<file path="src/sv/mrsr_pkg.sv">
// Package for the Modbus RTU slave responder: response descriptor, config
// bundle, protocol codes and the byte-wide CRC-16 update.
// No dependencies.
`default_nettype none
package mrsr_pkg;

    localparam int FRAME_KEEP = 8;
    localparam int CRC_SPAN   = 6;
    localparam int Q_DEPTH    = 2;
    localparam int Q_AW       = 1;

    localparam logic [15:0] CRC_INIT = 16'hFFFF;
    localparam logic [15:0] CRC_POLY = 16'hA001;
    localparam logic [7:0]  FN_WRITE = 8'h06;
    localparam logic [7:0]  FN_READ  = 8'h03;
    localparam logic [7:0]  FN_MULTI = 8'h10;
    localparam logic [7:0]  RD_BYTE_COUNT = 8'h02;

    localparam logic [2:0] CFG_SLAVE_ID     = 3'd0;
    localparam logic [2:0] CFG_MOTOR_ADDR   = 3'd1;
    localparam logic [2:0] CFG_SWITCH_ADDR  = 3'd2;
    localparam logic [2:0] CFG_MOTOR_VALUE  = 3'd3;
    localparam logic [2:0] CFG_SWITCH_VALUE = 3'd4;

    localparam logic [2:0] IDX_CRC_LO = 3'd5;
    localparam logic [2:0] IDX_RD_END = 3'd6;
    localparam logic [2:0] IDX_WR_END = 3'd7;

    typedef struct packed {
        logic [7:0]  slave_id;
        logic [15:0] motor_addr;
        logic [15:0] switch_addr;
        logic [15:0] motor_value;
        logic [15:0] switch_value;
    } t_cfg;

    typedef struct packed {
        logic            is_read;
        logic [7:0][7:0] bytes;
    } t_desc;

    function automatic logic [15:0] crc_byte(input logic [15:0] crc, input logic [7:0] b);
        logic [15:0] c;
        c = crc ^ {8'h00, b};
        for (int k = 0; k < 8; k++) begin
            if (c[0]) begin
                c = (c >> 1) ^ CRC_POLY;
            end else begin
                c = c >> 1;
            end
        end
        return c;
    endfunction

endpackage
`default_nettype wire

</file>
<file path="src/sv/mrsr_front.sv">
// Receive side: frame store, running CRC-16 and frame classification.
// Depends on mrsr_pkg; pushes response descriptors into mrsr_queue.
`default_nettype none
module mrsr_front (
    input  wire logic          i_clk,
    input  wire logic          i_rst_n,
    input  wire mrsr_pkg::t_cfg i_cfg,
    input  wire logic          i_valid,
    output logic               o_ready,
    input  wire logic [7:0]    i_byte,
    input  wire logic          i_frame_end,
    input  wire logic          i_q_full,
    output logic               o_push,
    output mrsr_pkg::t_desc    o_desc
);
    import mrsr_pkg::*;

    logic [3:0]      r_count;
    logic [15:0]     r_crc;
    logic [7:0][7:0] r_store;
    logic            acc;
    logic            full_frame;
    logic [7:0]      last_byte;
    logic [15:0]     rcv_crc;
    logic [15:0]     reg_addr;
    logic            frame_ok;
    logic            hit_motor;
    logic            hit_switch;
    logic [15:0]     rd_value;

    assign o_ready = !i_q_full;
    assign acc     = i_valid && o_ready;

    always_ff @(posedge i_clk) begin
        if (!i_rst_n) begin
            r_count <= 4'd0;
            r_crc   <= CRC_INIT;
        end else if (acc) begin
            if (i_frame_end) begin
                r_count <= 4'd0;
                r_crc   <= CRC_INIT;
            end else if (!r_count[3]) begin
                r_count <= r_count + 4'd1;
                if (r_count < 4'(CRC_SPAN)) begin
                    r_crc <= crc_byte(r_crc, i_byte);
                end
            end
        end
    end

    always_ff @(posedge i_clk) begin
        if (acc && !r_count[3]) begin
            r_store[r_count[2:0]] <= i_byte;
        end
    end

    always_comb begin
        full_frame = (r_count == 4'd7) || r_count[3];
        last_byte  = r_count[3] ? r_store[7] : i_byte;
        rcv_crc    = {last_byte, r_store[6]};
        reg_addr   = {r_store[2], r_store[3]};
        frame_ok   = full_frame && (r_store[0] == i_cfg.slave_id) && (rcv_crc == r_crc);
        hit_motor  = reg_addr == i_cfg.motor_addr;
        hit_switch = reg_addr == i_cfg.switch_addr;
        rd_value   = hit_motor ? i_cfg.motor_value : i_cfg.switch_value;

        o_desc.is_read = 1'b0;
        o_desc.bytes   = {last_byte, r_store[6:0]};
        o_push         = 1'b0;
        if (acc && i_frame_end && frame_ok) begin
            if (r_store[1] == FN_WRITE) begin
                o_push = 1'b1;
            end else if (r_store[1] == FN_READ && (hit_motor || hit_switch)) begin
                o_push         = 1'b1;
                o_desc.is_read = 1'b1;
                o_desc.bytes   = {24'h000000, rd_value[7:0], rd_value[15:8],
                                  RD_BYTE_COUNT, FN_READ, i_cfg.slave_id};
            end
        end
    end

endmodule
`default_nettype wire

</file>
<file path="src/sv/mrsr_queue.sv">
// Two-entry descriptor queue between the receive and transmit sides.
// Depends on mrsr_pkg for the descriptor type and depth.
`default_nettype none
module mrsr_queue (
    input  wire logic           i_clk,
    input  wire logic           i_rst_n,
    input  wire logic           i_push,
    input  wire mrsr_pkg::t_desc i_data,
    output logic                o_full,
    input  wire logic           i_pop,
    output logic                o_valid,
    output mrsr_pkg::t_desc     o_data
);
    import mrsr_pkg::*;

    t_desc           r_mem [Q_DEPTH];
    logic [Q_AW-1:0] r_wr;
    logic [Q_AW-1:0] r_rd;
    logic [Q_AW:0]   r_fill;
    logic            do_pop;

    assign o_full  = r_fill == (Q_AW+1)'(Q_DEPTH);
    assign o_valid = r_fill != '0;
    assign o_data  = r_mem[r_rd];
    assign do_pop  = i_pop && o_valid;

    always_ff @(posedge i_clk) begin
        if (!i_rst_n) begin
            r_wr   <= '0;
            r_rd   <= '0;
            r_fill <= '0;
        end else begin
            if (i_push) begin
                r_wr <= r_wr + 1'b1;
            end
            if (do_pop) begin
                r_rd <= r_rd + 1'b1;
            end
            if (i_push && !do_pop) begin
                r_fill <= r_fill + 1'b1;
            end else if (!i_push && do_pop) begin
                r_fill <= r_fill - 1'b1;
            end
        end
    end

    always_ff @(posedge i_clk) begin
        if (i_push) begin
            r_mem[r_wr] <= i_data;
        end
    end

endmodule
`default_nettype wire

</file>
<file path="src/sv/mrsr_back.sv">
// Transmit side: walks one descriptor out byte by byte, appending the
// CRC-16 for read answers. Depends on mrsr_pkg; pops from mrsr_queue.
`default_nettype none
module mrsr_back (
    input  wire logic           i_clk,
    input  wire logic           i_rst_n,
    input  wire logic           i_q_valid,
    input  wire mrsr_pkg::t_desc i_q_data,
    output logic                o_pop,
    output logic                o_valid,
    input  wire logic           i_ready,
    output logic [7:0]          o_byte,
    output logic                o_last
);
    import mrsr_pkg::*;

    logic        r_act;
    t_desc       r_desc;
    logic [2:0]  r_idx;
    logic [15:0] r_crc;
    logic        hs;

    assign o_valid = r_act;
    assign hs      = r_act && i_ready;

    always_comb begin
        o_byte = r_desc.bytes[r_idx];
        if (r_desc.is_read && r_idx == IDX_CRC_LO) begin
            o_byte = r_crc[7:0];
        end else if (r_desc.is_read && r_idx == IDX_RD_END) begin
            o_byte = r_crc[15:8];
        end
        o_last = r_desc.is_read ? (r_idx == IDX_RD_END) : (r_idx == IDX_WR_END);
        o_pop  = i_q_valid && (!r_act || (hs && o_last));
    end

    always_ff @(posedge i_clk) begin
        if (!i_rst_n) begin
            r_act <= 1'b0;
        end else if (o_pop) begin
            r_act <= 1'b1;
        end else if (hs && o_last) begin
            r_act <= 1'b0;
        end
    end

    always_ff @(posedge i_clk) begin
        if (o_pop) begin
            r_desc <= i_q_data;
            r_idx  <= 3'd0;
            r_crc  <= CRC_INIT;
        end else if (hs) begin
            r_idx <= r_idx + 3'd1;
            if (r_desc.is_read && r_idx < IDX_CRC_LO) begin
                r_crc <= crc_byte(r_crc, o_byte);
            end
        end
    end

endmodule
`default_nettype wire

</file>
<file path="src/sv/modbus_rtu_slave_responder_unit.sv">
// Modbus RTU slave responder: one received byte per cycle unless the queue is full,
// CRC-16 checked; echo for function 0x06, register read answer for function 0x03.
// A two-entry descriptor queue decouples the receive and transmit sides.
// Throughput: one byte per cycle in and out while neither side is stalled.
// Reset (synchronous, active low) clears counters, CRC, queue and config to defaults.
`default_nettype none
module modbus_rtu_slave_responder_unit (
    input  wire logic        i_clk,
    input  wire logic        i_rst_n,
    // config write channel
    input  wire logic        i_cfg_valid,
    output logic             o_cfg_ready,
    input  wire logic [2:0]  i_cfg_index,
    input  wire logic [15:0] i_cfg_data,
    // receive stream
    input  wire logic        s_axis_tvalid,
    output logic             s_axis_tready,
    input  wire logic [7:0]  s_axis_tdata,   // [7:0] rx_byte
    input  wire logic        s_axis_tlast,   // frame_end
    // response stream
    output logic             m_axis_tvalid,
    input  wire logic        m_axis_tready,
    output logic [7:0]       m_axis_tdata,   // [7:0] tx_byte
    output logic             m_axis_tlast    // tx_last
);
    import mrsr_pkg::*;

    t_cfg  r_cfg;
    logic  q_full;
    logic  q_push;
    t_desc q_in;
    logic  q_pop;
    logic  q_valid;
    t_desc q_out;

    assign o_cfg_ready = 1'b1;

    always_ff @(posedge i_clk) begin
        if (!i_rst_n) begin
            r_cfg.slave_id     <= 8'd1;
            r_cfg.motor_addr   <= 16'd0;
            r_cfg.switch_addr  <= 16'd1;
            r_cfg.motor_value  <= 16'd0;
            r_cfg.switch_value <= 16'd0;
        end else if (i_cfg_valid) begin
            case (i_cfg_index)
                CFG_SLAVE_ID:     r_cfg.slave_id     <= i_cfg_data[7:0];
                CFG_MOTOR_ADDR:   r_cfg.motor_addr   <= i_cfg_data;
                CFG_SWITCH_ADDR:  r_cfg.switch_addr  <= i_cfg_data;
                CFG_MOTOR_VALUE:  r_cfg.motor_value  <= i_cfg_data;
                CFG_SWITCH_VALUE: r_cfg.switch_value <= i_cfg_data;
                default: begin
                end
            endcase
        end
    end

    mrsr_front u_front (
        .i_clk       (i_clk),
        .i_rst_n     (i_rst_n),
        .i_cfg       (r_cfg),
        .i_valid     (s_axis_tvalid),
        .o_ready     (s_axis_tready),
        .i_byte      (s_axis_tdata),
        .i_frame_end (s_axis_tlast),
        .i_q_full    (q_full),
        .o_push      (q_push),
        .o_desc      (q_in)
    );

    mrsr_queue u_queue (
        .i_clk   (i_clk),
        .i_rst_n (i_rst_n),
        .i_push  (q_push),
        .i_data  (q_in),
        .o_full  (q_full),
        .i_pop   (q_pop),
        .o_valid (q_valid),
        .o_data  (q_out)
    );

    mrsr_back u_back (
        .i_clk     (i_clk),
        .i_rst_n   (i_rst_n),
        .i_q_valid (q_valid),
        .i_q_data  (q_out),
        .o_pop     (q_pop),
        .o_valid   (m_axis_tvalid),
        .i_ready   (m_axis_tready),
        .o_byte    (m_axis_tdata),
        .o_last    (m_axis_tlast)
    );

endmodule
`default_nettype wire
</file>
<file path="config.mk">
export PLATFORM = sky130hd
export DESIGN_NAME = modbus_rtu_slave_responder_unit
export DESIGN_NICKNAME = d
export VERILOG_FILES = /design/src/sv/mrsr_pkg.sv /design/src/sv/mrsr_front.sv /design/src/sv/mrsr_queue.sv /design/src/sv/mrsr_back.sv /design/src/sv/modbus_rtu_slave_responder_unit.sv
export SDC_FILE = /design/constraint.sdc
export NUM_CORES = 1
export LEC_CHECK = 0
export ABC_AREA = 1
export ABC_CLOCK_PERIOD_IN_PS = 5000
export BUFFER_PORTS_ARGS = -buffer_cell sky130_fd_sc_hd__buf_2
export CAP_MARGIN = 20
export CORE_MARGIN = 5
export CORE_UTILIZATION = 30
export DETAILED_ROUTE_END_ITERATION = 6
export GPL_ROUTABILITY_DRIVEN = 1
export SYNTH_ARGS = -nofsm -noshare
export SYNTH_HDL_FRONTEND = slang
export SYNTH_SLANG_ARGS = --single-unit
</file>
<file path="constraint.sdc">
create_clock -name i_clk -period 5 [get_ports i_clk]
set_input_delay 0.25 -clock i_clk [delete_from_list [all_inputs] [get_ports i_clk]]
set_output_delay 0.25 -clock i_clk [all_outputs]
set_load 0.005 [all_outputs]
</file>
==> flow_summary.json, run 1 <==
{
  "status": "completed",
  "clockBufferDepth": 3,
  "powerDensity_nw_per_um2": 497,
  "port_buffers": 43,
  "slew_violations": 0,
  "core_sq_um": 52700,
  "cts_buffers": 40,
  "mostFrequentLayoutCell": "nand2_1",
  "path_max_fanout": 40,
  "busiest_layer": "met2",
  "cts-root-buf": "clkbuf_16",
  "final_area_sq_um": 18100,
  "ctsHoldBuffers": 8,
  "drv_cap": 0,
  "worst_pin_slew_ns": 0.972,
  "finalSetupViolCount": 0,
  "seq_power_share_pct": 44.7,
  "hold_violations": 0,
  "end_kind": "register",
  "relSlewSlack_pct": 35.1,
  "hpwlAfterDp_um": 25900,
  "rsz0062_at_grt": "no",
  "combPwrFrac_pct": 24.5,
  "vdd_drop_max_v": 0.000192,
  "ys_seq_area_share_pct": 63.2,
  "via_per_inst": 4.53,
  "cts_tree": "done",
  "final_core_util_pct": 34.5,
  "ys_ff_latch": 375,
  "tns_ns": 0,
  "place.gp.congestion": 0.852,
  "p_int_w": 0.00615,
  "fillers": 5246,
  "dieWidth_um": 241,
  "dieArea_sq_um": 58000,
  "final_cell_mix": "463 x nand2_1, 259 x edfxtp_1, 187 x nor2_1",
  "grt_pass1_vias": 10400,
  "rows": 84,
  "switching_share_pct": 31.9,
  "period_share_pct": 68.6,
  "n_antenna_cell": 0,
  "drt-initial-drc-count": 969,
  "clk_latency_ns": 0.54,
  "ant_nets": 0,
  "multi_input_area_sq_um": 4920,
  "drt_wl_total_um": 37200,
  "first_pass_iters": 5,
  "cts-resized-gates": 0,
  "clock_power_share_pct": 30.8,
  "dpl_cell_area_sq_um": 16800,
  "drive_above_1_share_pct": 8.76,
  "period_needed_ns": 3.43,
  "max_freq_mhz": 292,
  "synth.yosys.warnings": 0,
  "wl_per_cell_um": 15.4,
  "worst_setup_path_start_kind": "register",
  "drc": 0,
  "avgSynthCellArea_sq_um": 9.63,
  "grt_pass1_wl_um": 58700,
  "syn_nets": 1700,
  "antenna_found_initial": 0,
  "switchingPower_w": 0.00287,
  "ioPinCount": 45,
  "synth_cell_types": 44,
  "numClockSinks": 375,
  "synth_cells": 1661,
  "clkSlewWorstSetupHoldPaths_ns": 0.06,
  "regArea_sq_um": 10100,
  "vias": 10900,
  "use_met1_pct": 18.5,
  "start_util_pct": 30.4,
  "met3_usage_pct": 2.34,
  "grt_max_degree": 78,
  "cts_setup_buffers": 0,
  "globalRoute.totalOverflow": 0,
  "syn_to_final_growth_pct": 13.5,
  "finalNetCount": 1733,
  "track_usage_pct": 12.7,
  "synthesis.area_sq_um": 16000,
  "critPathArrivalTime_ns": 3.65,
  "crit_type": "register to register",
  "final.setup_skew_ns": 0.0157,
  "power.leakage_nw": 7.35,
  "gr-usage-met2_pct": 19.4,
  "min_path_type": "input pin to register",
  "h-tree-depth": 2,
  "cp.required_ns": 5.22,
  "die_height_um": 241
}
## power groups by stage
stage	clock [W]	sequential, W	combinational, W
5_1_grt	0.00298	0.00407	0.00254
6_report	0.00278	0.00403	0.00221
3_3_place_gp	0	0.00409	0.00218
4_1_cts	0.00284	0.00403	0.00223
3_5_place_dp	0	0.00410	0.00222
2_1_floorplan	0	0.00402	0.00158
## area by class of cell
class / count / share of cell area [%]
Sequential cell: 375 / 55.7
Clock buffer: 61 / 6.12
Tap cell: 688 / 4.74
Inverter: 155 / 3.22
Timing Repair Buffer: 69 / 2.51
Multi-Input combinational cell: 1053 / 27.1
Clock inverter: 11 / 0.607
## metrics by stage
| stage | hold slack [ns] | instances | power (W) | setup slack, ns |
|---|---|---|---|---|
| after CTS | 0.00672 | 2412 | 0.00910 | 1.58 |
| after global routing | 0.0102 | 2412 | 0.00958 | 1.29 |
| final | 0.0295 | 2412 | 0.00902 | 1.57 |
| after detailed placement | 0.440 | 2332 | 0.00632 | 1.62 |
| after floorplan | 0.349 | 1661 | 0.00561 | 0.219 |
| after global placement | 0.436 | 2331 | 0.00626 | 1.68 |
## critical path, stage by stage, from the launching register on
cell and delay, ns:
dfxtp_1 0.30, buf_4 0.25, inv_1 0.09, buf_4 0.27, ha_1 0.21, nand3_2 0.13
inv_2 0.25, a21oi_1 0.09, o21ai_0 0.26, o21ai_1 0.14, buf_4 0.22, inv_2 0.55
buf_12 0.30
## synth_stat cells (all sizes together)
cell     number  area [sq um]
nor3         12          65.1
dfxtp       116          2320
or2          12          75.1
edfxtp      259          7780
inv         153           577
nand4        10          62.6
nand3b        1          7.51
nor4          5          31.3
and3          2          13.8
buf          21           144
a21oi        61           309
nand2       474          1810
nor4b         2          32.5
a311oi        1          8.76
ha            6          75.1
nor2        190           729
mux2i         5          50.1
o2111ai       2          17.5
o21ai       136           684
o22ai         7          43.8
conb          1          3.75
xor2         34           298
xnor2        23           201
clkinv        2          7.51
a31oi         1          6.26
clkbuf       57           254
nand3        53           275
o211ai       15           113
## path summary, 6_finish.rpt
check | end | from | slack (ns) | cells after the start
max reg2reg | u_back.r_desc[16] | u_back.r_idx[0] | 1.57 | 12
min reg2reg | r_cfg[29] | r_cfg[29] | 0.45 | 2
min | u_back.r_idx[2] | m_axis_tready | 0.03 | 3
max | u_back.r_desc[16] | u_back.r_idx[0] | 1.57 | 12
## registers in the layout, indices dropped and copies added, names as in the netlist, 2 cells and up
register,flops
u_queue.r_mem,130
r_cfg,72
u_back.r_desc,65
u_front.r_store,64
u_back.r_crc,16
u_front.r_crc,16
u_front.r_count,4
u_back.r_idx,3
u_queue.r_fill,2
## metal layers
layer,wire [um],share of wire [%],up-vias
met2,16500,44,238
met1,17800,48,5127
met5,0,0,-
li1,-,-,5503
met4,890,2.4,0
met3,2070,5.6,63
## kinds of logic (layout without fill, tap and decap cells)
family	count (synthesis)	count (layout)	share of synthesized area, %
mux	5	5	0.313
simple gates	761	761	19.4
flops	375	375	63.2
other cells	1	1	0.0234
xor+xnor	57	57	3.12
compound gates	223	223	7.39
fa+ha+maj	6	6	0.469
buf+inv	233	296	6.14
(Power assumes the default switching activity.)
==> run 2: changes to the inputs <==
--- a/config.mk
+++ b/config.mk
@@ -6,7 +6,7 @@
 export NUM_CORES = 1
 export LEC_CHECK = 0
 export ABC_AREA = 1
-export ABC_CLOCK_PERIOD_IN_PS = 5000
+export ABC_CLOCK_PERIOD_IN_PS = 2900
 export BUFFER_PORTS_ARGS = -buffer_cell sky130_fd_sc_hd__buf_2
 export CAP_MARGIN = 20
 export CORE_MARGIN = 5
==> constraint.sdc (replaced) <==
create_clock -name i_clk -period 2.9 [get_ports i_clk]
set_input_delay 0.145 -clock i_clk [delete_from_list [all_inputs] [get_ports i_clk]]
set_output_delay 0.145 -clock i_clk [all_outputs]
set_load 0.005 [all_outputs]
==> run 2 against run 1 <==
Sequential cell count is the same. Count of clock-buffer cells in the layout is the same. Cell area grew 2.7%. Clock power grew 85%. Clock skew grew 0.0076 ns. Critical path type unchanged. Critical endpoint is now u_queue.r_fill[1]. Largest cell class unchanged. Largest power group unchanged.
==> flow_summary.json, run 2 (synthesized netlist as in run 1, its figures left out) <==
{
  "relSlewSlack_pct": 28.4,
  "largest_register_ffs": 130,
  "crit_type": "register to register",
  "period_needed_ns": 2.76,
  "port_buffers": 43,
  "fin_ws_ns": 0.144,
  "clkSlewWorstSetupHoldPaths_ns": 0.06,
  "vdd_drop_max_v": 0.000474,
  "grt_pass1_wl_um": 60200,
  "final_cell_mix": "463 x nand2_1, 259 x edfxtp_1, 187 x nor2_1",
  "die_height_um": 241,
  "cp.required_ns": 3.34,
  "worst_setup_path_start_kind": "register",
  "mostFrequentLayoutCell": "nand2_1",
  "period_share_pct": 95.0,
  "final.setup_skew_ns": 0.0233,
  "syn_to_final_growth_pct": 16.5,
  "pre_cts_slack_ns": 0.176,
  "cts_buffers": 41,
  "rows": 84,
  "drc": 0,
  "wl_per_cell_um": 15.6,
  "n_antenna_cell": 0,
  "via_per_inst": 4.55,
  "ioPinCount": 45,
  "final_core_util_pct": 35.4,
  "numClockSinks": 375,
  "min_path_type": "input pin to register",
  "start_util_pct": 30.4,
  "status": "completed",
  "powerDensity_nw_per_um2": 855,
  "first_pass_iters": 7,
  "core_sq_um": 52700,
  "ant_nets": 0,
  "place.gp.congestion": 0.903,
  "clockBufferDepth": 3,
  "path_max_fanout": 7,
  "fillers": 5226,
  "grt_max_degree": 73,
  "track_usage_pct": 13.1,
  "max_freq_mhz": 363,
  "drt_wl_total_um": 38300,
  "globalRoute.totalOverflow": 0,
  "cts_setup_buffers": 0,
  "end_kind": "register",
  "hold_violations": 0,
  "dieWidth_um": 241,
  "finalNetCount": 1774,
  "fin_hold_ws_ns": 0.0433,
  "critPathArrivalTime_ns": 3.20,
  "dpl_cell_area_sq_um": 17100,
  "top_regs": "u_queue.r_mem (130), r_cfg (72), u_back.r_desc (65)",
  "dieArea_sq_um": 58000,
  "finalSetupViolCount": 0,
  "power.leakage_nw": 7.61,
  "grt_pass1_vias": 10700,
  "regMostFlops": "u_queue.r_mem",
  "cts_tree": "done",
  "drt-initial-drc-count": 945,
  "antenna_found_initial": 0,
  "h-tree-depth": 2,
  "hpwlAfterDp_um": 26600,
  "drive_above_1_share_pct": 10.6,
  "clk_latency_ns": 0.57,
  "worst_pin_slew_ns": 1.07,
  "tns_ns": 0,
  "drv_cap": 0,
  "cts-root-buf": "clkbuf_16",
  "slew_violations": 0,
  "vias": 11200,
  "final_area_sq_um": 18600
}
## run 2: metrics by stage
stage,instances,total power (W)
after floorplan,1661,0.00964
after global routing,2456,0.0169
after global placement,2359,0.0108
after CTS,2456,0.0161
final,2456,0.0159
after detailed placement,2359,0.0109
## run 2: power by group
part / leakage (nW) / internal, W / switching, W
Clock: 0.645 / 0.00302 / 0.00211
Combinational: 3.66 / 0.00126 / 0.00263
Sequential: 3.31 / 0.00658 / 0.000329
Total: 7.61 / 0.0109 / 0.00507
## run 2: per-layer routing
metal | up-vias | share of wire, % | track usage, %
li1 | 5589 | - | -
met1 | 5259 | 47 | 18.7
met2 | 261 | 46 | 20.7
met3 | 55 | 4.8 | 2.19
met4 | 0 | 2.3 | 3.74
met5 | - | 0 | 0
## run 2: path summary, 6_finish.rpt
check | startpoint | slack (ns) | depth (start not counted) | endpoint
max reg2reg | u_front.r_count[3] | 0.14 | 12 | u_queue.r_fill[1]
min reg2reg | r_cfg[17] | 0.45 | 2 | r_cfg[17]
min | s_axis_tdata[1] | 0.04 | 2 | u_front.r_store[33]
max | u_front.r_count[3] | 0.14 | 12 | u_queue.r_fill[1]
## run 2: what timing repair did
action,CTS,global route
gates resized for setup,0,2
hold buffers,21,0
hold endpoints to repair,97,0
setup endpoints to repair,0,2
## run 2: layout make-up
type                    count  area, sq um  area share [%]
repair buffers            109          817            4.38
clock inverters            15          199            1.07
well taps                 688          861            4.62
multi-input cells        1053         4930            26.4
inverters                 155          589            3.16
clock buffers              61         1140            6.12
flip-flops and latches    375        10100            54.2
## run 2: critical path, stage by stage (launching register included)
cell     delay (ns)
dfxtp_2        0.41
mux2i_1        0.35
xor2_1         0.24
nand3_1        0.13
nor3_2         0.19
nor4b_4        0.27
o21ai_2        0.16
inv_1          0.12
ha_1           0.26
a21oi_1        0.12
o21ai_0        0.13
o21ai_0        0.19
a21oi_1        0.06
==> run 3: changes to the inputs <==
--- a/config.mk
+++ b/config.mk
@@ -13,6 +13,8 @@
 export CORE_UTILIZATION = 30
 export DETAILED_ROUTE_END_ITERATION = 6
 export GPL_ROUTABILITY_DRIVEN = 1
+export PLACE_DENSITY_LB_ADDON = 0.12
 export SYNTH_ARGS = -nofsm -noshare
 export SYNTH_HDL_FRONTEND = slang
+export SYNTH_HIERARCHICAL = 1
 export SYNTH_SLANG_ARGS = --single-unit
==> run 3 against run 2 <==
Die area is 5.6% higher. Synthesized cell count is 1.1% higher. Utilization is 0.41 points lower. Sequential share of layout area is 2.7 points lower. Total power is 16% lower. Setup slack better by 0.16 ns. Non-clock buffer count is 20 lower. Sequential power is 14% lower. Clock skew is 0.0047 ns lower. Combinational power is 56% lower.
==> flow_summary.json, run 3 <==
{
  "status": "completed",
  "worst_setup_path_start_kind": "register",
  "synth_edf_count": 259,
  "rr_worst_depth": 15,
  "port_buffers": 43,
  "final.setup_skew_ns": 0.0186,
  "die_height_um": 247,
  "drc": 0,
  "grt_max_degree": 74,
  "slew_violations": 0,
  "wl_per_cell_um": 17.1,
  "tns_ns": 0,
  "avgSynthCellArea_sq_um": 10.1,
  "worst_pin_slew_ns": 0.871,
  "numClockSinks": 376,
  "h-tree-depth": 2,
  "relSlewSlack_pct": 41.7,
  "largest_register_ffs": 130,
  "ant_nets": 0,
  "top_regs": "u_queue/r_mem (130), r_cfg (72), u_back/r_desc (65)",
  "via_per_inst": 4.37,
  "rows": 87,
  "path_max_fanout": 11,
  "yosysMostFrequentCell": "nand2_1",
  "synth_top_family_by_area": "simple AND/OR/NAND/NOR gates",
  "vdd_drop_max_v": 0.000378,
  "fillers": 5775,
  "drive_above_1_share_pct": 17.4,
  "cts_buffers": 45,
  "drv_cap": 0,
  "cp.required_ns": 3.36,
  "synthesis.area_sq_um": 16900,
  "clkSlewWorstSetupHoldPaths_ns": 0.06,
  "synth_cells": 1680,
  "clk_latency_ns": 0.57,
  "ys_async_sr_fraction_pct": 0,
  "hold_violations": 0,
  "dieArea_sq_um": 61200,
  "syn_to_final_growth_pct": 16.1,
  "n_antenna_cell": 0,
  "start_util_pct": 30.1,
  "powerDensity_nw_per_um2": 681,
  "critPathArrivalTime_ns": 3.06,
  "crit_type": "register to register",
  "cts_tree": "done",
  "synthAdderAreaFrac_pct": 0.444,
  "synthXorXnorAreaFrac_pct": 2.69,
  "regArea_sq_um": 10100,
  "hpwlAfterDp_um": 30700,
  "synth_cell_types": 46,
  "ys_seq_area_share_pct": 59.8,
  "period_share_pct": 89.7,
  "yosysTopAreaCell": "edfxtp_1",
  "drt_wl_total_um": 43400,
  "min_path_type": "input pin to register",
  "final_core_util_pct": 35.0,
  "cts-root-buf": "clkbuf_16",
  "max_freq_mhz": 385,
  "power.leakage_nw": 7.81,
  "grt_pass1_vias": 10900,
  "final_cell_mix": "339 x nand2_1, 261 x nor2_1, 259 x edfxtp_1",
  "multi_input_area_sq_um": 5720,
  "core_sq_um": 56200,
  "finalNetCount": 1781,
  "netlist_top_cells_count": "341 x nand2_1, 265 x nor2_1, 259 x edfxtp_1",
  "placed_cells": 2433,
  "finalSetupViolCount": 0,
  "regMostFlops": "u_queue/r_mem",
  "syn_nets": 1719,
  "pre_cts_slack_ns": 0.269,
  "synthTopCellsByArea": "edfxtp_1 46%, dfxtp_1 14%, nand2_1 7.6%",
  "globalRoute.totalOverflow": 0,
  "drt-initial-drc-count": 674,
  "synth-simple-area-share_pct": 20.2,
  "first_pass_iters": 5,
  "vias": 11100,
  "cts-resized-gates": 0,
  "holdPathStages": 2,
  "ys_ff_latch": 376,
  "antenna_found_initial": 1,
  "synthFlopType": "edfxtp_1",
  "grt_pass1_wl_um": 66300,
  "fin_hold_ws_ns": 0.0255,
  "dieWidth_um": 247,
  "synth.yosys.warnings": 6,
  "synth_top_area_share_pct": 46.0,
  "period_needed_ns": 2.60,
  "synth-compound-area-share_pct": 4.77,
  "track_usage_pct": 14.2,
  "ioPinCount": 45,
  "fin_ws_ns": 0.300,
  "synth.area.mux_share_pct": 5.49,
  "mostFrequentLayoutCell": "nand2_1",
  "fin_cells": 2533,
  "clockBufferDepth": 3,
  "place.gp.congestion": 0.823,
  "end_kind": "register",
  "rsz0062_at_grt": "no"
}
==> run 3: worst max-delay path: stages (launching register included) <==
cell and delay, ns:
dfxtp_1 0.35, inv_4 0.06, ha_1 0.15, nand3_2 0.15, inv_1 0.34, a21oi_1 0.12
o21ai_0 0.27, nand2_1 0.17, clkinv_4 0.09, o21a_1 0.15, inv_1 0.05, ha_1 0.29
inv_1 0.08, nand4_1 0.09, nand2_1 0.07, nor2_1 0.04
==> run 3: final timing paths <==
| path | from | endpoint | slack [ns] |
|---|---|---|---|
| max | u_back/r_idx[0] | u_queue/r_fill[1] | 0.30 |
| min | s_axis_tdata[1] | u_front/r_store[25] | 0.03 |
| max reg2reg | u_back/r_idx[0] | u_queue/r_fill[1] | 0.30 |
| min reg2reg | r_cfg[30] | r_cfg[30] | 0.47 |
==> run 3: kinds of logic after synthesis <==
logic type      count (synthesis)
xor+xnor                       52
fa+ha+maj                       6
buf+inv                       243
simple gates                  803
mux                            66
compound gates                133
other cells                     1
flops                         376
==> run 3: per-layer routing <==
layer / track usage (%) / vias up / routed length (um)
li1: - / 5655 / -
met2: 22.9 / 186 / 20000
met4: 4.63 / 0 / 1340
met3: 2.63 / 74 / 1700
met5: 0 / - / 0
met1: 19.3 / 5155 / 20400
==> run 3: final cells by class <==
cell class	count	area share [%]
flip-flops and latches	376	51.5
multi-input cells	1061	29.1
clock buffers	61	6.51
well taps	756	4.81
repair buffers	89	3.59
inverters	169	3.29
clock inverters	21	1.15
==> run 3: power by group <==
| part | leakage [nW] | switching, W | internal [W] |
|---|---|---|---|
| combinational | 3.77 | 0.00115 | 0.000584 |
| clock | 0.740 | 0.00224 | 0.00345 |
| sequential | 3.30 | 0.000125 | 0.00583 |
==> run 3: through the flow <==
stage / instance area (sq um) / total power [W]
final: 19600 / 0.0134
after detailed placement: 18000 / 0.00781
after floorplan: 17000 / 0.00730
after CTS: 19600 / 0.0136
after global placement: 18000 / 0.00779
after global routing: 19600 / 0.0141
==> run 3: timing repair <==
action	4_1_cts	5_1_grt
buffers inserted	0	0
hold buffers	18	0
hold endpoints to repair	82	0
